$ cat src/hdl/shape_fill_raster_engine_assert.svh
// assertion macros shared by the raster engine rtl
`ifndef SHAPE_FILL_RASTER_ENGINE_ASSERT_SVH
`define SHAPE_FILL_RASTER_ENGINE_ASSERT_SVH

// same-cycle implication, checked out of reset
`define SFR_ASSERT_IMP(name, clk, rst_n, ante, cons) \
    name: assert property (@(posedge clk) disable iff (!rst_n) (ante) |-> (cons)) \
        else $error("sfr assertion failed");

// next-cycle implication, checked out of reset
`define SFR_ASSERT_NXT(name, clk, rst_n, ante, cons) \
    name: assert property (@(posedge clk) disable iff (!rst_n) (ante) |=> (cons)) \
        else $error("sfr assertion failed");

`endif

$ cat src/hdl/sfr_pkg.sv
// shared types, codes and helpers of the shape fill raster engine
package sfr_pkg;

    localparam int GRID_WIDTH_DEF  = 64;
    localparam int GRID_HEIGHT_DEF = 64;

    // signed working width for clamped coordinates and offsets
    localparam int COORD_W = 10;
    // squared offsets stay below 256*256
    localparam int SQ_W    = 16;
    localparam int DIST_W  = SQ_W + 1;

    typedef logic signed [COORD_W-1:0] coord_t;

    localparam logic [1:0] CMD_RECT   = 2'd0;
    localparam logic [1:0] CMD_CIRCLE = 2'd1;
    localparam logic [1:0] CMD_READ   = 2'd2;

    localparam logic [1:0] STATUS_DONE      = 2'd0;
    localparam logic [1:0] STATUS_ZERO_SIZE = 2'd1;
    localparam logic [1:0] STATUS_OUTSIDE   = 2'd2;

    typedef enum logic [3:0] {
        ST_CLEAR,
        ST_IDLE,
        ST_SETUP,
        ST_SQ_R,
        ST_SQ_X,
        ST_LOAD,
        ST_FILL,
        ST_READ,
        ST_READ_WAIT,
        ST_FINISH
    } state_t;

    typedef enum logic [2:0] {
        SCAN_HOLD,
        SCAN_SQ_R,
        SCAN_SQ_X,
        SCAN_LOAD,
        SCAN_STEP
    } scan_op_t;

    typedef struct packed {
        scan_op_t op;
        logic     circle;
    } scan_ctrl_t;

    typedef struct packed {
        logic hit;
        logic last;
    } scan_stat_t;

    function automatic coord_t clamp_coord(input coord_t v, input coord_t hi);
        coord_t c;
        c = v;
        if (v < 0)
        begin
            c = '0;
        end
        else if (v > hi)
        begin
            c = hi;
        end
        return c;
    endfunction

endpackage

$ cat src/hdl/sfr_scan_unit.sv
// box scanner with shared squarer and incremental distance test
module sfr_scan_unit import sfr_pkg::*; #(
    parameter int CW = $clog2(GRID_WIDTH_DEF),
    parameter int RW = $clog2(GRID_HEIGHT_DEF)
) (
    input  logic          clk,
    input  scan_ctrl_t    ctrl,
    input  coord_t        x0,
    input  coord_t        x1,
    input  coord_t        y0,
    input  coord_t        y1,
    input  coord_t        cx,
    input  coord_t        cy,
    input  logic [6:0]    radius,
    output scan_stat_t    stat,
    output logic [CW-1:0] col,
    output logic [RW-1:0] row
);

    coord_t                    dx0;
    coord_t                    dy0;
    coord_t                    sq_in;
    logic signed [2*COORD_W-1:0] sq_full;
    logic [SQ_W-1:0]           sq;

    logic [SQ_W-1:0] r2_reg, r2_next;
    logic [SQ_W-1:0] dx0sq_reg, dx0sq_next;
    logic [SQ_W-1:0] dx2_reg, dx2_next;
    logic [SQ_W-1:0] dy2_reg, dy2_next;
    coord_t          dx_reg, dx_next;
    coord_t          dy_reg, dy_next;
    logic [CW-1:0]   col_reg, col_next;
    logic [RW-1:0]   row_reg, row_next;

    logic signed [SQ_W+1:0] dx2_step;
    logic signed [SQ_W+1:0] dy2_step;
    logic [DIST_W-1:0]      dist_sum;
    logic                   col_last;
    logic                   row_last;

    assign dx0 = x0 - cx;
    assign dy0 = y0 - cy;

    // one squarer serves r, the row start offset and the first column offset
    always_comb
    begin
        case (ctrl.op)
            SCAN_SQ_R: sq_in = coord_t'({3'b000, radius});
            SCAN_SQ_X: sq_in = dx0;
            default:   sq_in = dy0;
        endcase
    end

    assign sq_full = sq_in * sq_in;
    assign sq      = sq_full[SQ_W-1:0];

    // (d+1)^2 = d^2 + 2d + 1
    assign dx2_step = $signed({2'b00, dx2_reg})
                    + $signed({{(SQ_W+1-COORD_W){dx_reg[COORD_W-1]}}, dx_reg, 1'b1});
    assign dy2_step = $signed({2'b00, dy2_reg})
                    + $signed({{(SQ_W+1-COORD_W){dy_reg[COORD_W-1]}}, dy_reg, 1'b1});

    assign dist_sum = {1'b0, dx2_reg} + {1'b0, dy2_reg};
    assign col_last = (coord_t'({{(COORD_W-CW){1'b0}}, col_reg}) == x1);
    assign row_last = (coord_t'({{(COORD_W-RW){1'b0}}, row_reg}) == y1);

    assign stat.hit  = !ctrl.circle || (dist_sum <= {1'b0, r2_reg});
    assign stat.last = col_last && row_last;
    assign col       = col_reg;
    assign row       = row_reg;

    always_comb
    begin
        r2_next    = r2_reg;
        dx0sq_next = dx0sq_reg;
        dx2_next   = dx2_reg;
        dy2_next   = dy2_reg;
        dx_next    = dx_reg;
        dy_next    = dy_reg;
        col_next   = col_reg;
        row_next   = row_reg;
        case (ctrl.op)
            SCAN_SQ_R:
            begin
                r2_next = sq;
            end
            SCAN_SQ_X:
            begin
                dx0sq_next = sq;
            end
            SCAN_LOAD:
            begin
                col_next = x0[CW-1:0];
                row_next = y0[RW-1:0];
                dx_next  = dx0;
                dy_next  = dy0;
                dx2_next = dx0sq_reg;
                dy2_next = sq;
            end
            SCAN_STEP:
            begin
                if (col_last)
                begin
                    col_next = x0[CW-1:0];
                    dx_next  = dx0;
                    dx2_next = dx0sq_reg;
                    row_next = row_reg + RW'(1);
                    dy_next  = dy_reg + coord_t'(1);
                    dy2_next = dy2_step[SQ_W-1:0];
                end
                else
                begin
                    col_next = col_reg + CW'(1);
                    dx_next  = dx_reg + coord_t'(1);
                    dx2_next = dx2_step[SQ_W-1:0];
                end
            end
            default:
            begin
            end
        endcase
    end

    always_ff @(posedge clk)
    begin
        r2_reg    <= r2_next;
        dx0sq_reg <= dx0sq_next;
        dx2_reg   <= dx2_next;
        dy2_reg   <= dy2_next;
        dx_reg    <= dx_next;
        dy_reg    <= dy_next;
        col_reg   <= col_next;
        row_reg   <= row_next;
    end

endmodule

$ cat config.mk
export PLATFORM = sky130hd
export DESIGN_NAME = sfr_scan_unit
export DESIGN_NICKNAME = d
export VERILOG_FILES = /design/src/hdl/shape_fill_raster_engine_assert.svh /design/src/hdl/sfr_pkg.sv /design/src/hdl/sfr_scan_unit.sv
export SDC_FILE = /design/constraint.sdc
export NUM_CORES = 1
export LEC_CHECK = 0
export ABC_AREA = 1
export BUFFER_PORTS_ARGS = -buffer_cell sky130_fd_sc_hd__buf_2
export CAP_MARGIN = 30
export CORE_MARGIN = 4
export CORE_UTILIZATION = 55
export DETAILED_ROUTE_END_ITERATION = 16
export PLACE_DENSITY = 0.74
export SLEW_MARGIN = 20
export SYNTH_ARGS = -nofsm -noshare
export SYNTH_HDL_FRONTEND = slang
export SYNTH_SLANG_ARGS = --single-unit
$ cat constraint.sdc
create_clock -name clk -period 9.5 [get_ports clk]
set_clock_uncertainty 0.15 [all_clocks]
set_input_delay 0.95 -clock clk [delete_from_list [all_inputs] [get_ports clk]]
set_output_delay 0.95 -clock clk [all_outputs]
set_load 0.02 [all_outputs]
**Yosys cells after proc, flatten, opt, wreduce, memory -nomap -nowiden**

Cells that the tools add are included.

- Bits in registers: 96
- Latch bits: 0
- Memory bits (writable): 0
- Memory bits (read-only): 0
- Input port bits: 72
- Output and inout bits: 14
- Word-level logic and storage cells: 44
- Memories: 0

- Add/subtract/negate cells: 9
- Multiply operators: 1
- Divide/modulo/power cells: 0
- Magnitude comparators: 1
- Equal/unequal tests: 7
- Shift-type cells: 0
- Mux-type cells: 13
- Bitwise gates (word level): 0
- Reductions and logical operators: 5

Operators with widths:

| kind | count |
|---|---|
| $pmux 16 s2 | 2 |
| $pmux 10 s2 | 3 |
| $add 16x11->16 | 2 |
| $mux 16 | 2 |
| $pmux 6 s2 | 2 |
| $add 10x2->10 const B | 2 |
| $eq 7x10->1 | 2 |
| $mux 10 | 2 |
| $sub 10x10->10 | 2 |
| $add 16x16->17 | 1 |
| $le 17x16->1 | 1 |
| $mul 10x10->16 | 1 |
| $add 6x1->6 const B | 2 |
| $mux 6 | 2 |
| $eq 3x2->1 const B | 2 |
| $eq 3x1->1 const B | 1 |
| $eq 3x3->1 const B | 1 |
| $ne 2x2->1 const B | 1 |
| $reduce_and 2->1 | 1 |
| $reduce_bool 2->1 | 1 |
| $logic_and 1x1->1 | 1 |
| $logic_not 1->1 | 1 |
| $logic_or 1x1->1 | 1 |

**Longest topological paths before layout**

- Depth after elaboration: 4
- Depth in mapped cells: 39
- Depth with buffers taken out: 39

**Worst setup path before layout**

OpenSTA, ideal clock, no wires.

- Kind: input to register
- From: input x0[0]
- To: register dx0sq_reg[15] (data pin)
- Setup time: 0.258 ns
- Arrival: 6.736 ns
- Data required time: 9.092 ns
- Slack: 2.356 ns
- Cell stages on the path: 36
- Path through: inv_1 > ha_1 > inv_1 > fa_1 > nand3_1 > nand2_1 > nand2_1 > nand2_1 > nand2_1 > a21oi_1 > nor2_1 > xor2_1 > or2_2 > nand2_2 > inv_1 > nor2_1 > inv_1 > fa_1 > inv_1 > fa_1 > inv_1 > fa_1 > fa_1 > fa_1 > inv_1 > ha_1 > inv_1 > nor4_1 > nand2_1 > o311ai_0 > a31oi_1 > inv_1 > nand2_1 > nand2_1 > nand2_1 > and2_1

- Word-level cells in the longest chain between the ends: 3

Ends and longest elaborated chain:

| item | line | source |
|---|---|---|
| start, declared | sfr_scan_unit.sv:8 | `input coord_t x0,` |
| $sub 10x10->10 | sfr_scan_unit.sv:41 | `assign dx0 = x0 - cx;` |
| $pmux 10 s2 | sfr_scan_unit.sv:47 | `case (ctrl.op)` |
| $mul 10x10->16 | sfr_scan_unit.sv:54 | `assign sq_full = sq_in * sq_in;` |
| named net sq_full[15] | sfr_scan_unit.sv:23 | `logic signed [2*COORD_W-1:0] sq_full;` |
| end signal, assigned | sfr_scan_unit.sv:127 | `dx0sq_reg <= dx0sq_next;` |
| end, declared | sfr_scan_unit.sv:27 | `logic [SQ_W-1:0] dx0sq_reg, dx0sq_next;` |

The timed path passes the listed nets, and every way through them passes these cells.
A chain may end at the register's enable or synchronous reset.

**Worst setup path in the final report**

Ends and elaborated chain as after synthesis.

==> results.md <==
* DR vias/cell at 5.35
* Final Hold Fails at 0
* CTS Hold Bufs at 0
* Share of the clock period used by the worst path after layout at 80.7%
* CTS tree: done
* Placed Cells at 1597
* Setup_tns at 0 ns
* Post-layout min period at 7.67 ns
* Area Growth Syn to Fin at 10.0%
* Global-route wire length before repair at 41500 um
* Die area at 0.0213 mm^2
* DRT iter0 DRCs at 597
* DRC at 0
* Max incr delay on CP at 0.55 ns
* EDFF count, synth at 94
* Slew margin rel. at 62.1%
* Fraction of the mapped netlist area in adder cells at 26.9%
* Nets at 1632
* Post-CTS setup buffers at 0
* Critical Path Slowest Stage Cell: fa_1
* Tightest Pin Transition at 0.568 ns
* H-Tree Depth at 3
* WL/cell at 15.5 um
* Crit start category: primary input
* Die height at 146 um
* Met3 routed WL at 1290 um
* Pin count of the biggest net entering global routing at 33
* Data required, critical path at 9.44 ns
* Top post-synthesis cells by area: edfxtp_1, ha_1, fa_1
* Layout cell share with drive strength beyond 1 at 9.86%
* Pre-CTS setup slack at 1.45 ns
* Post-DRT Antenna Nets at 0
* Synthesized area at 0.0105 mm^2
* CORE AREA at 0.0187 mm^2
* Clk Latency, worst-skew pair at 0.34 ns
* Crit-path max FO at 7
* Synth Warn # at 0
* Arrival @ worst endpoint at 7.61 ns
* Area share of the largest cell type after synthesis at 26.9%
* XOR/XNOR Fraction of Synth Area at 7.94%
* Initial core utilization at 56.0%
* Overflow after GRT at 0
* Clk sinks at 94
* FMAX at 0.130 GHz
* Max-Cap Viols at 0
* #FFs+latches synth at 94
* Worst Setup Path Type: primary input to flop
* Syn_area_per_cell at 8.15 um^2
* Synth Instances at 1285
* Async set or reset register ratio after synthesis at 0%
* # diodes at 0
* Multiplexer share of the synthesized area at 0.287%
* Routability cong. at 0.918
* Number of setup violations in the final report at 0
* Fin cells at 1614
* Compound-Gate Fraction of Synth Area at 9.63%
* Netlist cell types at 47
* Unrepaired setup endpoints after global routing: false
* Area leader, netlist: edfxtp_1
* Final instance area at 0.0115 mm^2
* Final wirelength at 25000 um
* Vias in the first global route at 8513
* Met2 wire len at 12200 um
* Total CTS buffers at 9
* Cts repair resizes at 0
* Row cnt at 50
* Synth Net Count at 1542
* Most used cell, CP: inv_1
* M1 WL at 11000 um
* Most frequent cell after synthesis: inv_1
* DP Area at 0.0112 mm^2
* # fillers at 1638
* Final HPWL DP at 20800 um
* I/O Pins at 86
* Worst Setup End Kind: flop
* Run status: completed
* Vias post-DR at 8633
* Synth top cells by count: inv_1, nand2_1, ha_1
* Most used DFF post-synth: edfxtp_1
* Initial antenna violation count at 0
* Chip width at 146 um
* Port bufs at 85
* Final count of pins violating max slew at 0
* HP Class: flop to flop
* Main combinational cell family by area after synthesis: adder cells
* Fin worst setup slack at 1.83 ns
* DR pass1 iterations at 5
* CTS clock-pin slew for the worst setup and hold paths at 0.07 ns
* CTS Buffer Depth at 2
* Post-Synth Simple-Gate Area at 18.3%
* Highest Signal Layer: met4
* CTS root buf: clkbuf_16
* Seq/Total Area, Yosys at 26.9%
* GRT Overall Usage at 24.0%
final timing paths:
path / cells past startpoint / startpoint / to / slack (ns)
worst max-delay path: 33 / x0[0] / dx0sq_reg[15] / 1.83
worst min-delay path: 2 / dx0sq_reg[2] / dx2_reg[2] / 0.38
worst max register to register: 11 / col[2] / dx_reg[7] / 6.46
worst min register to register: 2 / dx0sq_reg[2] / dx2_reg[2] / 0.38
layout by cell type, fill, tap and decap left out, types with 12 or more instances in the layout:
cell type	n
inv_1	254
nand4_1	12
edfxtp_1	94
buf_2	85
nand2_1	246
fa_1	67
xnor2_1	31
nand3_1	58
a21oi_1	75
o21ai_0	63
ha_1	118
xor2_1	64
nor2_1	90
kinds of logic after synthesis:
group	Yosys count
AOI/OAI and AO/OA	184
adders and majority gates	185
and+or+nand+nor	448
DFF	94
xor gates and xnor gates	95
muxes	3
buffers and inverters	276
through the flow:
stage | hold slack, ns | util [%]
after global routing | 0.414 | 61.6
after detailed placement | 0.366 | 60.0
after floorplan | 0.344 | -
after CTS | 0.382 | 61.6
after global placement | 0.357 | 59.7
final | 0.378 | 61.6
area by class of cell:
type	count	area (um^2)	share of cell area, %
clock buffers	9	225	1.95
clock inverters	7	72.6	0.630
inverters	261	980	8.50
multi-input cells	915	6610	57.4
flip-flops and latches	94	2820	24.5
well taps	234	293	2.54
repair buffers	94	520	4.52
critical path, delay by kind of cell:
family | cells | cell delay (ns)
AOI/OAI and AO/OA | 6 | 1.27
xor gates and xnor gates | 1 | 0.16
adders and majority gates | 8 | 3.37
buffers and inverters | 12 | 1.13
and+or+nand+nor | 6 | 0.71
layer usage:
metal	GRT usage [%]	vias to the layer above
met5	0	-
li1	-	4357
met1	32.4	4001
met3	2.27	42
met2	41.6	233
met4	6.35	0
Power is left out: the tool's default activity adds up to more than one toggle a clock period on the data nets, which glitch-free logic cannot reach.
